$ cat config.mk
export PLATFORM = sky130hd
export DESIGN_NAME = cst_queue
export DESIGN_NICKNAME = d
export VERILOG_FILES = /design/src/rtl/core/cst_pkg.sv /design/src/rtl/core/cst_queue.sv
export SDC_FILE = /design/constraint.sdc
export NUM_CORES = 1
export LEC_CHECK = 0
export BUFFER_PORTS_ARGS = -buffer_cell sky130_fd_sc_hd__buf_2
export CELL_PAD_IN_SITES_DETAIL_PLACEMENT = 1
export CELL_PAD_IN_SITES_GLOBAL_PLACEMENT = 1
export CORE_UTILIZATION = 55
export CTS_BUF_LIST = sky130_fd_sc_hd__clkbuf_4
export CTS_CLUSTER_SIZE = 40
export DETAILED_ROUTE_END_ITERATION = 8
export PLACE_DENSITY_LB_ADDON = 0.1
export REMOVE_ABC_BUFFERS = 1
export SLEW_MARGIN = 25
export SYNTH_ARGS = -nofsm -noshare
export SYNTH_HDL_FRONTEND = slang
export SYNTH_SLANG_ARGS = --single-unit
$ cat constraint.sdc
create_clock -name clk -period 4.5 [get_ports clk]
set_input_delay 1.35 -clock clk [delete_from_list [all_inputs] [get_ports clk]]
set_output_delay 1.35 -clock clk [all_outputs]
set_load 0.03 [all_outputs]
$ cat src/rtl/core/cst_pkg.sv
`timescale 1ns / 1ps
`default_nettype none

package cst_pkg;

  // Item widths
  localparam int ANGLE_W = 24;             // Q7.16 angle
  localparam int VALUE_W = 18;             // Q1.16 result
  localparam int SHIFT_W = ANGLE_W + 1;    // angle after the sine shift
  localparam int MAG_W   = ANGLE_W;        // |angle|, up to 8491552
  localparam int ARG_W   = 17;             // folded angle, 0..pi/2

  // Angle constants in Q16
  localparam logic [MAG_W-1:0] PI_Q16      = 24'd205887;
  localparam logic [MAG_W-1:0] TWO_PI_Q16  = 24'd411775;
  localparam logic [MAG_W-1:0] HALF_PI_Q16 = 24'd102944;

  // Modulo 2*pi: conditional subtract of 16, 8, 4, 2, 1 times 2*pi
  localparam int RED_STEPS = 5;

  // Front pipeline: shift, abs, reduction steps, fold
  localparam int FRONT_STAGES = RED_STEPS + 3;
  // Back pipeline: x2, x4, x6/x8, x10/x12, estimate, correct, sum
  localparam int BACK_STAGES  = 7;
  // Accept edge to the edge at which the result is taken
  localparam int LATENCY      = FRONT_STAGES + 1 + BACK_STAGES;

  // Queue between front and back
  localparam int QDEPTH = 4;
  localparam int QAW    = $clog2(QDEPTH);
  localparam int QCW    = $clog2(QDEPTH + 1);

  typedef struct packed {
    logic [ARG_W-1:0] arg;    // angle folded into 0..pi/2, Q16
    logic             flip;   // negate the polynomial
  } cst_item_t;

endpackage

`default_nettype wire

$ cat src/rtl/core/cst_queue.sv
`timescale 1ns / 1ps
`default_nettype none

module cst_queue
  import cst_pkg::*;
(
  input  wire logic      clk,
  input  wire logic      rst_n,
  input  wire logic      wr_valid,
  input  wire cst_item_t wr_item,
  output logic           wr_ready,
  output logic           rd_valid,
  output cst_item_t      rd_item
);

  cst_item_t         slot_r [QDEPTH];
  logic [QAW-1:0]    wr_ptr_r, wr_ptr_nxt;
  logic [QAW-1:0]    rd_ptr_r, rd_ptr_nxt;
  logic [QCW-1:0]    cnt_r, cnt_nxt;
  logic              push, pop;

  // back end never stalls: head leaves whenever present
  assign wr_ready = cnt_r != QCW'(QDEPTH);
  assign push     = wr_valid && wr_ready;
  assign pop      = cnt_r != '0;
  assign rd_valid = pop;
  assign rd_item  = slot_r[rd_ptr_r];

  always_comb begin
    wr_ptr_nxt = push ? wr_ptr_r + QAW'(1) : wr_ptr_r;
    rd_ptr_nxt = pop  ? rd_ptr_r + QAW'(1) : rd_ptr_r;
    cnt_nxt    = cnt_r + QCW'(push) - QCW'(pop);
  end

  always_ff @(posedge clk) begin
    if (!rst_n) begin
      wr_ptr_r <= '0;
      rd_ptr_r <= '0;
      cnt_r    <= '0;
    end else begin
      wr_ptr_r <= wr_ptr_nxt;
      rd_ptr_r <= rd_ptr_nxt;
      cnt_r    <= cnt_nxt;
    end
  end

  always_ff @(posedge clk) begin
    if (push) begin
      slot_r[wr_ptr_r] <= wr_item;
    end
  end

endmodule

`default_nettype wire

-- Word-level counts from Yosys, hierarchy flattened
Memory sizes are Yosys's and may differ from the RTL's. A register that Yosys moved wholly into a read port is not among the register bits.
Cells that the tools add are included.
- register bits: 7
- output and inout bits: 20
- memories kept: 1
- RAM bits: 72
- input bits: 21
- logic and storage cells: 15
- memory bits (read-only): 0
- bits in latches: 0
- reduce and logical (&&, ||, !) cells: 2
- multipliers: 0
- multiplexer cells: 4
- divide/modulo/power cells: 0
- $lt $le $gt $ge: 0
- bitwise operators: 0
- $add $sub $neg: 4
- equal/unequal tests: 1
- shifts and indexed selects: 0
- memory list (name ; depth ; width ; rd ports ; clocked after memory_dff ; write ports ; RTL line ; source):
    slot_r ; 4 ; 18 ; 1 ; 1 ; 1 ; cst_queue.sv:16 ; cst_item_t slot_r [QDEPTH];
- operator list (kind ; count):
    $add A2 B1 Y2 const B ; 2
    $mux W2 ; 2
    $add A3 B1 Y3 ; 1
    $ne A3 B3 Y1 const B ; 1
    $reduce_bool A3 Y1 ; 1
    $sub A3 B1 Y3 ; 1
    $mux W1 ; 2
    $logic_and A1 B1 Y1 ; 1

-- Longest topological paths before layout
- depth after elaboration: 4
- gate-level depth with buffers: 11
- depth with buffers taken out: 11

-- Worst setup path before layout
Ideal clock, no wire load.
- path kind: input-to-reg
- from: in wr_valid
- to: reg cnt_r[2]
- slack: 1.345 ns
- setup time: 0.115 ns
- data required time: 4.385 ns
- stages on the path: 10
- buffers on the path: 0
- data arrival time: 3.040 ns
- cells stage by stage: a21boi_1 > inv_1 > ha_1 > inv_1 > ha_1 > inv_1 > fa_1 > xnor2_1 > xnor2_1 > and2_1
- cells in the longest elaborated chain, start to end: 3
- RTL lines (element ; RTL line ; source):
    start, declared ; cst_queue.sv:9 ; input wire logic wr_valid,
    $logic_and A1 B1 Y1 ; cst_queue.sv:24 ; assign push = wr_valid && wr_ready;
    $add A3 B1 Y3 ; cst_queue.sv:32 ; cnt_nxt = cnt_r + QCW'(push) - QCW'(pop);
    $sub A3 B1 Y3 ; cst_queue.sv:32 ;
    end signal, assigned ; cst_queue.sv:43 ; cnt_r <= cnt_nxt;
    end, declared ; cst_queue.sv:19 ; logic [QCW-1:0] cnt_r, cnt_nxt;
Every way passes these cells.
A chain may end at the register's enable or synchronous reset.

==> impl_metrics.toml <==
[status]
outcome = "finished clean"

[setup_path]
rr_worst_depth = 11
cp.required_ns = 3.15
cp.buffers_inverters = 2
crit_end = "rd_item[8]"
crit_path_cell_trace = "buf_4 -> mux4_2 -> buf_2"
path_delay_family = "flip-flops"
slowest_stage = "dfxtp_1"
worstSetupPathType = "reg -> out"
path_max_fanout = 10
worstSetupStartpointType = "flop"
rr_endpoint = "cnt_r[2]$_SDFF_PN0_"
r2r-start = "cnt_r[1]$_SDFF_PN0_"
worstPathArrival_ns = 2.24
regToRegSetupSlack_ns = 1.94
crit_cells = 3
worst_path_largest_cell_delay_ns = 0.75
endpoint_kind = "output port"

[pwr]
irDropWorstVdd_mv = 0.429
combPwrFrac_pct = 33.1
power_frac_seq_pct = 47.7
leakagePower_nw = 1.21
p_sw_share_pct = 34.6
powerDensity_nw_per_um2 = 616
p_sw_mw = 0.737
p_clk_share_pct = 19.2
internal-power_mw = 1.39

[detailed_routing]
wl_per_cell_microns = 19.4
drt_iter0_markers = 54
drt_first_pass_iters = 4
routed_wl_microns = 5120
drc = 0
ant_nets = 0
vias_per_cell = 5.39
vias = 1417

[yosys]
synth_area_sq_um = 3060
synth_area_leaders = "edfxtp_1 (71%), mux4_2 (13%), dfxtp_1 (5.9%)"
avgSynthCellArea_sq_um = 21.7
synth-seq-cells = 81
postSynthCellCount = 141
synth_cell_types = 21
ys_seq_area_share_pct = 76.5
ys.warnings.count = 0
synth_flop_cell = "edfxtp_1"
yosysTopAreaCellShare_pct = 70.6
synth-async-reset-ratio_pct = 0
synth_edf_count = 72
yosysTopAreaCell = "edfxtp_1"

[timing]
min_period_over_period_pct = 79.8
whs_ns = 0.520
slew_headroom_pct = 34.4
fin_tns_setup_ns = 0
finalHoldViolations = 0
finalSetupViolCount = 0
maxSlewViolCount = 0
fin_crit_ns = 3.59
fmax_ghz = 0.279
worst_slew_pin_slew_ns = 0.984
finalClockSkew_ns = 0.0146
rsz0062_at_grt = "no"

[cells_and_area]
multi_input_area_sq_um = 664
drive_gt1_share_pct = 39.4
stdcell_count = 263
fillers = 458
seq_area_sq_um = 2340
nets = 216
fin_area_sq_um = 3460
fin_util_pct = 66.0
num_antenna_cells = 0
area_delta_synth_final_pct = 12.9

[placed_design]
gp_congestion = 0.643
hpwl_microns = 3390
numPlacedInstances = 247
dpl_cell_area_sq_um = 3320
io_buffers = 40

[clock_network]
cts_setup_buffers = 0
numCtsBuffers = 9
cts_resized = 0
cts_sinks = 81
insertion_delay_ns = 0.41
h-tree-depth = 3
path_clk_slew_ns = 0.12
cts_tree = "done"
hold_buffers = 0
cts_buffer_depth = 2
cts-root-buf = "clkbuf_4"

[floorplan]
die_h_microns = 76.6
start_util_pct = 58.5
row_count = 26
die_w_microns = 76.6
io_pins = 41
dieArea_sq_um = 5870
coreArea_sq_um = 5240

[global_routing]
antenna_found_initial = 0
grt.total_usage_pct = 20.2
grt_pass1_wl_microns = 8360
grt_max_degree = 19
grt_remaining_overflow = 0
first_global_vias = 1585

[worst_hold_path]
min_path_type = "reg -> reg"
holdPathStages = 2

[job]
cap_violations = 0
power groups by stage:
| stage | Clock, mW | Sequential (mW) | Combinational [mW] |
|---|---|---|---|
| detailed placement | 0 | 1.04 | 0.718 |
| finish | 0.409 | 1.01 | 0.705 |
| global route | 0.443 | 1.03 | 0.755 |
| global placement | 0 | 1.02 | 0.684 |
| floorplan | 0 | 1.02 | 0.522 |
| CTS | 0.420 | 1.02 | 0.719 |
registers in the layout, indices dropped and copies added, names as in the netlist, named ones only:
name,flops
rd_ptr_r,2
wr_ptr_r,2
cnt_r,3
slot_r,72
synth_stat cells, types with 2 or more instances:
cell / count
edfxtp_1: 72
mux4_2: 18
dfxtp_1: 9
and2_1: 7
ha_1: 6
inv_1: 5
nand2_1: 5
xnor2_1: 3
and3_1: 2
buf_6: 2
mux2i_1: 2
worst min-delay path, stage by stage (launching register included):
cell	delay, ns
dfxtp_1	0.36
nand2_1	0.07
mux2i_1	0.06
cell families (layout without fill, tap and decap cells):
family | after synthesis | after routing | synth area share [%]
compound gates | 2 | 2 | 0.491
xor+xnor | 3 | 3 | 0.858
fa+ha+maj | 7 | 7 | 3.11
flops | 81 | 81 | 76.5
buf+inv | 10 | 62 | 1.80
simple gates | 18 | 18 | 3.35
mux | 20 | 20 | 13.9
layout make-up:
cell class | instances | area share (%)
Clock buffer | 10 | 2.17
Clock inverter | 6 | 1.74
Inverter | 5 | 0.543
Multi-Input combinational cell | 50 | 19.2
Sequential cell | 81 | 67.8
Tap cell | 70 | 2.53
Timing Repair Buffer | 41 | 6.01
cells in the final DEF (no fill, tap or decap):
cell type	count
and3_1	2
or2_0	1
clkbuf_4	10
fa_1	1
nand2_1	5
o31ai_1	1
ha_1	6
edfxtp_1	72
clkinv_2	3
mux2i_1	2
bufinv_16	1
and2_1	7
nor2_1	1
mux4_2	18
inv_1	5
or3_4	1
a21boi_1	1
nor2b_1	1
buf_2	40
dfxtp_1	9
xnor2_1	3
buf_4	1
clkinvlp_4	2
routing by layer:
metal	up-vias	GRT usage, %	routed length [microns]
met4	0	10.4	107
met2	29	32.6	2640
met5	-	0	0
met3	11	5.03	172
li1	657	-	-
met1	720	25.4	2200
worst min path at each step:
stage / start / to / slack (ns)
final: wr_ptr_r[1]$_SDFFE_PN0P_ / wr_ptr_r[1]$_SDFFE_PN0P_ / 0.52
after global routing: wr_ptr_r[1]$_SDFFE_PN0P_ / wr_ptr_r[1]$_SDFFE_PN0P_ / 0.54
after CTS: wr_ptr_r[0]$_SDFFE_PN0P_ / wr_ptr_r[0]$_SDFFE_PN0P_ / 0.52
after detailed placement: wr_ptr_r[0]$_SDFFE_PN0P_ / wr_ptr_r[0]$_SDFFE_PN0P_ / 0.51
after global placement: wr_ptr_r[1]$_SDFFE_PN0P_ / wr_ptr_r[1]$_SDFFE_PN0P_ / 0.48
after floorplan: wr_ptr_r[1]$_SDFFE_PN0P_ / wr_ptr_r[1]$_SDFFE_PN0P_ / 0.47
stage by stage:
stage | setup WS (ns) | total power, mW
after floorplan | 1.35 | 1.54
after global placement | 1.20 | 1.71
after detailed placement | 1.02 | 1.75
after CTS | 0.811 | 2.16
after global routing | 0.693 | 2.23
final | 0.910 | 2.13
Note: power is estimated with default switching activity, not from simulation.
