==> src/rtl/core/cst_pkg.sv <==
`timescale 1ns / 1ps
`default_nettype none

package cst_pkg;

  // Item widths
  localparam int ANGLE_W = 24;             // Q7.16 angle
  localparam int VALUE_W = 18;             // Q1.16 result
  localparam int SHIFT_W = ANGLE_W + 1;    // angle after the sine shift
  localparam int MAG_W   = ANGLE_W;        // |angle|, up to 8491552
  localparam int ARG_W   = 17;             // folded angle, 0..pi/2

  // Angle constants in Q16
  localparam logic [MAG_W-1:0] PI_Q16      = 24'd205887;
  localparam logic [MAG_W-1:0] TWO_PI_Q16  = 24'd411775;
  localparam logic [MAG_W-1:0] HALF_PI_Q16 = 24'd102944;

  // Modulo 2*pi: conditional subtract of 16, 8, 4, 2, 1 times 2*pi
  localparam int RED_STEPS = 5;

  // Front pipeline: shift, abs, reduction steps, fold
  localparam int FRONT_STAGES = RED_STEPS + 3;
  // Back pipeline: x2, x4, x6/x8, x10/x12, estimate, correct, sum
  localparam int BACK_STAGES  = 7;
  // Accept edge to the edge at which the result is taken
  localparam int LATENCY      = FRONT_STAGES + 1 + BACK_STAGES;

  // Queue between front and back
  localparam int QDEPTH = 4;
  localparam int QAW    = $clog2(QDEPTH);
  localparam int QCW    = $clog2(QDEPTH + 1);

  typedef struct packed {
    logic [ARG_W-1:0] arg;    // angle folded into 0..pi/2, Q16
    logic             flip;   // negate the polynomial
  } cst_item_t;

endpackage

`default_nettype wire

==> src/rtl/core/cst_front.sv <==
`timescale 1ns / 1ps
`default_nettype none

module cst_front
  import cst_pkg::*;
(
  input  wire logic                      clk,
  input  wire logic                      rst_n,
  input  wire logic                      start,
  input  wire logic signed [ANGLE_W-1:0] angle,
  input  wire logic                      req_type,
  output logic                           busy,
  output logic                           item_valid,
  output cst_item_t                      item,
  input  wire logic                      item_ready
);

  logic                      adv;
  logic [FRONT_STAGES-1:0]   vld_r, vld_nxt;
  logic signed [SHIFT_W-1:0] ang_r, ang_nxt;
  logic [MAG_W-1:0]          red_r   [RED_STEPS+1];
  logic [MAG_W-1:0]          red_nxt [RED_STEPS+1];
  logic [MAG_W-1:0]          half_turn;
  logic                      fold_flip;
  cst_item_t                 item_r, item_nxt;

  // whole pipeline moves together; holds only if the queue is full
  assign adv        = !(vld_r[FRONT_STAGES-1] && !item_ready);
  assign busy       = !adv;
  assign item_valid = vld_r[FRONT_STAGES-1];
  assign item       = item_r;

  always_comb begin
    vld_nxt = {vld_r[FRONT_STAGES-2:0], start};
    ang_nxt = SHIFT_W'(angle) - (req_type ? SHIFT_W'(HALF_PI_Q16) : SHIFT_W'(0));
    red_nxt[0] = ang_r[SHIFT_W-1] ? MAG_W'(-ang_r) : MAG_W'(ang_r);
    for (int k = 0; k < RED_STEPS; k++) begin
      if (red_r[k] >= (TWO_PI_Q16 << (RED_STEPS - 1 - k))) begin
        red_nxt[k+1] = red_r[k] - (TWO_PI_Q16 << (RED_STEPS - 1 - k));
      end else begin
        red_nxt[k+1] = red_r[k];
      end
    end
    // fold into 0..pi, then 0..pi/2
    half_turn = (red_r[RED_STEPS] > PI_Q16) ? TWO_PI_Q16 - red_r[RED_STEPS]
                                            : red_r[RED_STEPS];
    fold_flip = half_turn > HALF_PI_Q16;
    item_nxt.flip = fold_flip;
    item_nxt.arg  = fold_flip ? ARG_W'(PI_Q16 - half_turn) : ARG_W'(half_turn);
  end

  always_ff @(posedge clk) begin
    if (!rst_n) begin
      vld_r <= '0;
    end else if (adv) begin
      vld_r <= vld_nxt;
    end
  end

  always_ff @(posedge clk) begin
    if (adv) begin
      ang_r <= ang_nxt;
      for (int k = 0; k <= RED_STEPS; k++) begin
        red_r[k] <= red_nxt[k];
      end
      item_r <= item_nxt;
    end
  end

endmodule

`default_nettype wire

==> config.mk <==
export PLATFORM = sky130hd
export DESIGN_NAME = cst_front
export DESIGN_NICKNAME = d
export VERILOG_FILES = /design/src/rtl/core/cst_pkg.sv /design/src/rtl/core/cst_front.sv
export SDC_FILE = /design/constraint.sdc
export NUM_CORES = 1
export LEC_CHECK = 0
export BUFFER_PORTS_ARGS = -buffer_cell sky130_fd_sc_hd__buf_2
export CORE_MARGIN = 5
export CORE_UTILIZATION = 40
export DETAILED_ROUTE_END_ITERATION = 8
export MAX_ROUTING_LAYER = met4
export PLACE_DENSITY = 0.66
export SETUP_SLACK_MARGIN = 0.15
export SLEW_MARGIN = 10
export SYNTH_ARGS = -nofsm -noshare
export SYNTH_HDL_FRONTEND = slang
export SYNTH_SLANG_ARGS = --single-unit
==> constraint.sdc <==
create_clock -name clk -period 15.2 [get_ports clk]
set_input_delay 3.04 -clock clk [delete_from_list [all_inputs] [get_ports clk]]
set_output_delay 3.04 -clock clk [all_outputs]
set_load 0.01 [all_outputs]
Word-level counts from Yosys, hierarchy flattened
Memory sizes are Yosys's and may differ from the RTL's.
Index checks and enable logic that the tools add are counted.
{ "totals": {"ff_bits": 51, "ram_bits": 144, "elab_cells": 33, "memories": 1} }
{ "classes": {"n_addsub": 9, "magnitude_cmp": 7, "n_mux": 10, "reduce_logical": 2} }
{ "mem_list": {"columns": ["memory", "depth", "width", "rd", "rd_ports_with_merged_regs", "wr", "line", "rtl"], "rows": [
  ["red_r", 6, 24, 6, 0, 6, "cst_front.sv:21", "logic [MAG_W-1:0] red_r [RED_STEPS+1];"]
]} }
{ "op_table": {"columns": ["operator", "n"], "rows": [
  ["24-bit 2-to-1 mux", 7],
  ["17-bit 2-to-1 mux", 2],
  ["24-bit by 18-bit subtractor with 25-bit output", 1],
  ["24-bit by 19-bit >= comparator with 1-bit output (second input constant)", 1],
  ["24-bit by 20-bit >= comparator with 1-bit output (second input constant)", 1],
  ["24-bit by 21-bit >= comparator with 1-bit output (second input constant)", 1],
  ["24-bit by 22-bit >= comparator with 1-bit output (second input constant)", 1],
  ["24-bit by 23-bit >= comparator with 1-bit output (second input constant)", 1],
  ["24-bit by 17-bit greater-than comparator with 1-bit output (second input constant)", 1],
  ["24-bit by 18-bit greater-than comparator with 1-bit output (second input constant)", 1],
  ["24-bit negator", 1],
  ["19-bit by 24-bit subtractor with 24-bit output (first input constant)", 1],
  ["24-bit by 19-bit subtractor with 24-bit output (second input constant)", 1],
  ["24-bit by 20-bit subtractor with 24-bit output (second input constant)", 1],
  ["24-bit by 21-bit subtractor with 24-bit output (second input constant)", 1],
  ["24-bit by 22-bit subtractor with 24-bit output (second input constant)", 1],
  ["24-bit by 23-bit subtractor with 24-bit output (second input constant)", 1],
  ["17-bit subtractor (first input constant)", 1],
  ["1-bit logical AND", 1],
  ["1-bit logical NOT", 1],
  ["1-bit 2-to-1 mux", 1]
]} }

Logic depth before layout (Yosys ltp)
Gate-level depths: netlist of run 1.
{ "logic_depth": {"ltp_word": 4, "depth_mapped": 16, "mapped_depth_nobuf": 13} }

Worst setup path after synthesis of run 1
No wires, ideal clock.
{ "synth_timing": {"path_type": "input -> output", "startpoint": "input item_ready", "endpoint": "output busy", "t_arrival_ns": 10.354, "slack_ns": 1.806, "path_stages": 3, "n_path_buf": 1, "path_cell_list": "nand2b_1 clkbuf_1 clkinv_1"} }
{ "synth_between": {"elab_chain_len": 2} }
{ "synth_lines": {"columns": ["item", "line", "rtl"], "rows": [
  ["start: declaration", "cst_front.sv:15", "input wire logic item_ready"],
  ["1-bit logical NOT", "cst_front.sv:28", "assign adv = !(vld_r[FRONT_STAGES-1] && !item_ready);"],
  ["1-bit logical AND", "cst_front.sv:28", null],
  ["end: declaration", "cst_front.sv:12", "output logic busy,"]
]} }
Every way passes these cells.

Worst setup path in the final report of run 1
Ends and elaborated chain as after synthesis.

==> flow_metrics.env, run 1 <==
export IMPL_synthToLayoutAreaGrowth_pct=11.54
export IMPL_drv_cap=0
export IMPL_groute_usage_overall_pct=11.08
export IMPL_route_detailed_drc=0
export IMPL_clkLatencyLatePin_ns=0.42
export IMPL_core_mm2=0.02576
export IMPL_postRouteWirelength_mm=15.46
export IMPL_chipHeight_um=171.0
export IMPL_max_stage_delay_ns=0.39
export IMPL_diodes=0
export IMPL_min_path_type="register to register"
export IMPL_fin_crit_sh_pct=46.82
export IMPL_cts_hold_buf=0
export IMPL_clk_pin_slew_worst_paths_ns=0.06
export IMPL_final_antenna_net_count=0
export IMPL_layout_commonest_cell="edfxtp_1"
export IMPL_skew_ns=0.01172
export IMPL_status="completed"
export IMPL_multiInputGateArea_mm2=0.004377
export IMPL_std_cell_rows=59
export IMPL_timing_rr_start="red_r[5][11]$_DFFE_PN_"
export IMPL_fill_cells=2330
export IMPL_cts_buffer_depth=2
export IMPL_synth_ff_latch_count=195
export IMPL_r2r_end="item[8]$_DFFE_PN_"
export IMPL_dieWidth_um=171.0
export IMPL_start_util_pct=40.24
export IMPL_power_switching_fraction_pct=33.96
export IMPL_ys_types=74
export IMPL_cts_tree="yes"
export IMPL_power_total_mw=2.320
export IMPL_layout_drive_gt1_share_pct=11.16
export IMPL_internal_power_mw=1.532
export IMPL_synth_nets=938
export IMPL_htreeDepth=4
export IMPL_worstPathRequired_ns=12.16
export IMPL_die_area_mm2=0.02923
export IMPL_ys_async_sr_fraction_pct=0
export IMPL_crit_fanout=33
export IMPL_setup_viol=0
export IMPL_clock_sinks=195
export IMPL_wire_per_inst_um=11.95
export IMPL_ir_worst_vdd_uv=126.2
export IMPL_clock_fmax_mhz=140.5
export IMPL_place_detailed_hpwl_mm=11.10
export IMPL_grt_pass1_wl_mm=26.39
export IMPL_seq_area_frac_synth_pct=55.72
export IMPL_synth_area_leaders="edfxtp_1, xnor2_1, xor2_1"
export IMPL_p_per_area_mw_per_mm2=200.6
export IMPL_io_pins=49
export IMPL_ctsRootBufferMaster="clkbuf_16"
export IMPL_port_buffers=48
export IMPL_seq_power_share_pct=45.5
export IMPL_cp_slowest_cell="nand2b_4"
export IMPL_grt_max_degree=95
export IMPL_synth_ff_type="edfxtp_1"
export IMPL_syn_area_mm2=0.01037
export IMPL_worstPathArrival_ns=4.08
export IMPL_cts_resized=0
export IMPL_min_period_ns=7.116
export IMPL_p_comb_share_pct=34.6
export IMPL_worst_setup_path_start_kind="input pin"
export IMPL_avgSynthCellArea_um2=11.58
export IMPL_drt_iter0_drc=354
export IMPL_hold_viol_final=0
export IMPL_fin_nets=990
export IMPL_tns_ns=0
export IMPL_worstSetupEndpointType="primary output"
export IMPL_crit_end="busy"
export IMPL_synthCells=895
export IMPL_grt_overflow=0
export IMPL_cp_cell_sequence="buf_2 > nand2b_4 > clkinv_1 > buf_2"
export IMPL_synth_top_area_share_pct=54.17
export IMPL_via_per_inst=5.018
export IMPL_p_sw_uw=787.8
export IMPL_cts_buffers=17
export IMPL_post_cts_setup_buffers=0
export IMPL_firstDrtPassIters=6
export IMPL_startpoint="item_ready"
export IMPL_rsz0062_at_grt="false"
export IMPL_path_common_cell="buf_2"
export IMPL_critical_path_class="input pin to primary output"
export IMPL_gp_congestion=0.8415
export IMPL_final_cell_mix="edfxtp_1, nand2_1, xnor2_1"
export IMPL_slew_headroom_pct=27.55
export IMPL_reg2reg_depth=14
export IMPL_slew_violations=0
export IMPL_synth_edf_count=187
export IMPL_p_clk_share_pct=19.9
export IMPL_worst_pin_slew_ns=1.087
export IMPL_cellLeakagePower_nw=4.286
export IMPL_seqCellArea_mm2=0.005776
export IMPL_vias=6493
export IMPL_yosysTopAreaCell="edfxtp_1"
export IMPL_antenna_found_initial=0
export IMPL_reg2reg_slack_ns=10.96
export IMPL_grt_pass1_vias=6332
export IMPL_yosysWarningCount=0
-- layout make-up --
cell class	count	share of cell area, %
inverter	27	0.8765
clock buffer	19	3.744
multi-input combinational	653	37.85
sequential	195	49.95
clock inverter	12	1.547
tap	335	3.625
timing repair buffer	53	2.402
-- cell usage after synthesis (13+ instances only) --
library cell	number
edfxtp_1	187
nand2_1	105
xnor2_1	94
nor2_1	59
xor2_1	52
o21ai_0	31
inv_1	26
a21oi_1	23
nand3_1	21
nor3_1	20
nand4_1	18
nand2b_1	16
ha_1	14
nor4_1	14
or4_1	14
a21boi_0	13
-- worst min-delay path by stage --
stage	startpoint	cells past startpoint	to	slack, ns
2_1_floorplan	red_r[0][0]$_DFFE_PN_	0	red_r[1][0]$_DFFE_PN_	0.40
3_3_place_gp	red_r[0][1]$_DFFE_PN_	0	red_r[1][1]$_DFFE_PN_	0.40
3_5_place_dp	red_r[1][1]$_DFFE_PN_	0	red_r[2][1]$_DFFE_PN_	0.40
4_1_cts	red_r[0][1]$_DFFE_PN_	0	red_r[1][1]$_DFFE_PN_	0.42
5_1_grt	red_r[1][2]$_DFFE_PN_	0	red_r[2][2]$_DFFE_PN_	0.43
6_report	red_r[0][0]$_DFFE_PN_	0	red_r[1][0]$_DFFE_PN_	0.42
-- critical path: cells and delay by family --
| family | cells | cell delay (ns) |
|---|---|---|
| buffers and inverters | 3 | 0.65 |
| AND/OR/NAND/NOR | 1 | 0.39 |
-- power groups by stage --
stage / Clock, mW / Combinational [mW] / Sequential, mW
6_report: 0.461 / 0.803 / 1.06
5_1_grt: 0.493 / 0.906 / 1.08
4_1_cts: 0.474 / 0.808 / 1.05
3_5_place_dp: 0 / 0.804 / 1.07
3_3_place_gp: 0 / 0.783 / 1.06
2_1_floorplan: 0 / 0.672 / 1.02
-- through the flow --
| step | utilization (%) | setup slack (ns) | instance area (um2) | std cells | hold WS [ns] |
|---|---|---|---|---|---|
| after global routing | 44.88 | 7.961 | 11560 | 1294 | 0.4257 |
| after global placement | 42.50 | 8.085 | 10950 | 1263 | 0.4015 |
| after detailed placement | 42.50 | 8.049 | 10950 | 1263 | 0.4045 |
| final | 44.88 | 8.084 | 11560 | 1294 | 0.4200 |
| after floorplan | - | 1.806 | 10370 | 895 | 0.4003 |
| after CTS | 44.88 | 8.040 | 11560 | 1294 | 0.4230 |
-- metal layers --
metal  part of all wire [%]  global-route usage, %  up-vias
met5                      0                      -        -
met4                    1.2                  3.583        0
met3                    3.5                  2.241       13
met2                     56                  21.97       93
met1                     39                  10.55     2974
li1                       -                      -     3413
-- cell families after synthesis --
| logic type | synth area share, % |
|---|---|
| buf+inv | 2.136 |
| flops | 55.72 |
| mux | 1.255 |
| fa+ha+maj | 1.690 |
| xor+xnor | 12.49 |
| simple gates | 16.80 |
| compound gates | 9.910 |
-- registers in the layout (all words and copies together), names as in the netlist --
signal and cells:
vld_r 8, ang_r 25, red_r 144, item 18
No activity file was read; power rests on OpenSTA's default activity.
==> inputs of run 2 (changes only) <==
==> constraint.sdc (replaced) <==
create_clock -name clk -period 7.2 [get_ports clk]
set_input_delay 1.44 -clock clk [delete_from_list [all_inputs] [get_ports clk]]
set_output_delay 1.44 -clock clk [all_outputs]
set_load 0.01 [all_outputs]
==> run 2 against run 1 <==
Compared with the run above: register-to-register slack got worse by 8.2 ns; sequential power grew 110%; clock skew decreased by 0.0027 ns; non-clock buffer count stayed put; clock power increased by 100%; critical path depth grew 9; via count is 0.51% lower; worst hold slack hardly changed.
==> flow_metrics.env, run 2 (synthesis results as in run 1) <==
export IMPL_cts_buffers=17
export IMPL_cts_buffer_depth=2
export IMPL_min_path_type="register to register"
export IMPL_critical_path_class="register to register"
export IMPL_startpoint="red_r[5][11]$_DFFE_PN_"
export IMPL_cts_tree="yes"
export IMPL_final_antenna_net_count=0
export IMPL_reg2reg_depth=13
export IMPL_place_detailed_hpwl_mm=11.19
export IMPL_gp_congestion=0.8428
export IMPL_final_cell_area_mm2=0.01154
export IMPL_ctsRootBufferMaster="clkbuf_16"
export IMPL_drt_iter0_drc=285
export IMPL_slew_violations=0
export IMPL_final_cell_mix="edfxtp_1, nand2_1, xnor2_1"
export IMPL_grt_overflow=0
export IMPL_timing_rr_start="red_r[5][11]$_DFFE_PN_"
export IMPL_seqCellArea_mm2=0.005776
export IMPL_crit_family="compound AO/OA/AOI/OAI gates"
export IMPL_crit_fanout=32
export IMPL_path_depth=13
export IMPL_postRouteWirelength_mm=15.48
export IMPL_worst_pin_slew_ns=1.015
export IMPL_dieWidth_um=171.0
export IMPL_crit_end="item[14]$_DFFE_PN_"
export IMPL_io_pins=49
export IMPL_die_area_mm2=0.02923
export IMPL_cts_hold_buf=0
export IMPL_via_per_inst=4.988
export IMPL_std_cell_rows=59
export IMPL_power_total_mw=4.833
export IMPL_r2r_end="item[14]$_DFFE_PN_"
export IMPL_skew_ns=0.009045
export IMPL_largest_register_ffs=144
export IMPL_start_util_pct=40.24
export IMPL_grt_max_degree=89
export IMPL_seq_power_share_pct=46.0
export IMPL_diodes=0
export IMPL_multiInputGateArea_mm2=0.004377
export IMPL_clk_pin_slew_worst_paths_ns=0.07
export IMPL_ir_worst_vdd_uv=207.0
export IMPL_layout_commonest_cell="edfxtp_1"
export IMPL_max_stage_delay_ns=0.84
export IMPL_layout_drive_gt1_share_pct=11.04
export IMPL_worstPathArrival_ns=4.63
export IMPL_tns_ns=0
export IMPL_worstSetupEndpointType="register"
export IMPL_fill_cells=2326
export IMPL_clkLatencyLatePin_ns=0.42
export IMPL_drv_cap=0
export IMPL_reg2reg_slack_ns=2.74
export IMPL_groute_usage_overall_pct=11.22
export IMPL_rsz0062_at_grt="false"
export IMPL_vias=6460
export IMPL_clock_fmax_mhz=224.3
export IMPL_antenna_found_initial=0
export IMPL_grt_pass1_vias=6304
export IMPL_setup_viol=0
export IMPL_cp_cell_sequence="o21a_1 > o311ai_0 > o211a_1 > xnor2_1 > inv_1 > ha_1 > nand3b_1 > a21oi_1 > o21a_1 > o31ai_2 > a21oi_2 > or4_1 > o211a_1"
export IMPL_synthToLayoutAreaGrowth_pct=11.33
export IMPL_fin_cells=1295
export IMPL_slew_headroom_pct=32.33
export IMPL_p_comb_share_pct=34.9
export IMPL_fin_crit_sh_pct=61.92
export IMPL_post_place_cells=1263
export IMPL_wire_per_inst_um=11.96
export IMPL_internal_power_mw=3.187
export IMPL_crit_buf_inv=1
export IMPL_firstDrtPassIters=4
export IMPL_p_clk_share_pct=19.1
export IMPL_clock_sinks=195
export IMPL_htreeDepth=4
export IMPL_hold_viol_final=0
export IMPL_cts_resized=0
export IMPL_fin_nets=990
export IMPL_regMostFlops="red_r"
export IMPL_chipHeight_um=171.0
export IMPL_power_switching_fraction_pct=34.06
export IMPL_p_sw_mw=1.646
export IMPL_post_cts_setup_buffers=0
export IMPL_worst_setup_path_start_kind="register"
export IMPL_dpl_cell_area_mm2=0.01095
export IMPL_grt_pass1_wl_mm=26.45
export IMPL_worstPathRequired_ns=7.37
export IMPL_core_mm2=0.02576
export IMPL_min_period_ns=4.458
export IMPL_status="completed"
export IMPL_cp_slowest_cell="o211a_1"
export IMPL_p_per_area_mw_per_mm2=418.8
export IMPL_port_buffers=48
export IMPL_cellLeakagePower_nw=4.292
export IMPL_route_detailed_drc=0
run 2: cell count changes in the layout (fill, tap and decap cells not counted), sizes merged:
cell and change:
clkinvlp -3, bufinv -4, clkinv +1, clkbuf +7
run 2: worst min-delay path by stage:
stage | from | to | slack [ns] | cells past startpoint
finish | red_r[2][0]$_DFFE_PN_ | red_r[3][0]$_DFFE_PN_ | 0.42 | 0
global route | red_r[0][2]$_DFFE_PN_ | red_r[1][2]$_DFFE_PN_ | 0.43 | 0
CTS | red_r[0][2]$_DFFE_PN_ | red_r[1][2]$_DFFE_PN_ | 0.42 | 0
detailed placement | red_r[0][2]$_DFFE_PN_ | red_r[1][2]$_DFFE_PN_ | 0.40 | 0
global placement | red_r[0][2]$_DFFE_PN_ | red_r[1][2]$_DFFE_PN_ | 0.40 | 0
floorplan | red_r[0][0]$_DFFE_PN_ | red_r[1][0]$_DFFE_PN_ | 0.40 | 0
run 2: power groups by stage:
stage                     registers [mW]  logic (mW)  clock network (mW)
after floorplan                     2.16        1.42                   0
after global placement              2.23        1.66                   0
after detailed placement            2.24        1.69                   0
after CTS                           2.22        1.70               0.947
after global routing                2.28        1.91               0.995
final                               2.22        1.69               0.924
run 2: worst register-to-register path, stage by stage, from the launching register on:
cell and delay, ns:
edfxtp_1 0.56, o21a_1 0.24, o311ai_0 0.27, o211a_1 0.84, xnor2_1 0.28, inv_1 0.09
ha_1 0.27, nand3b_1 0.12, a21oi_1 0.08, o21a_1 0.23, o31ai_2 0.38, a21oi_2 0.18
or4_1 0.53, o211a_1 0.15
run 2: stage by stage:
stage	hold WS, ns	worst slack, ns	util, %
floorplan	0.4003	0.7327	-
global placement	0.4015	2.871	42.50
detailed placement	0.4045	2.777	42.50
CTS	0.4208	2.767	44.80
global route	0.4259	2.426	44.80
finish	0.4195	2.742	44.80
run 2: layout make-up:
cell class | instances | share of cell area, %
timing repair buffer | 53 | 2.407
multi-input combinational | 653 | 37.92
inverter | 27 | 0.8781
clock inverter | 6 | 0.3144
tap | 335 | 3.632
clock buffer | 26 | 4.803
sequential | 195 | 50.04
run 2: per-layer routing:
layer	global-route usage, %	up-vias	share of wire, %	routed length (um)
met5	-	-	0	0
met4	3.824	0	1.6	244
met3	2.334	22	3.2	495
met2	21.96	78	56	8666
met1	10.81	2947	39	6075
li1	-	3413	-	-
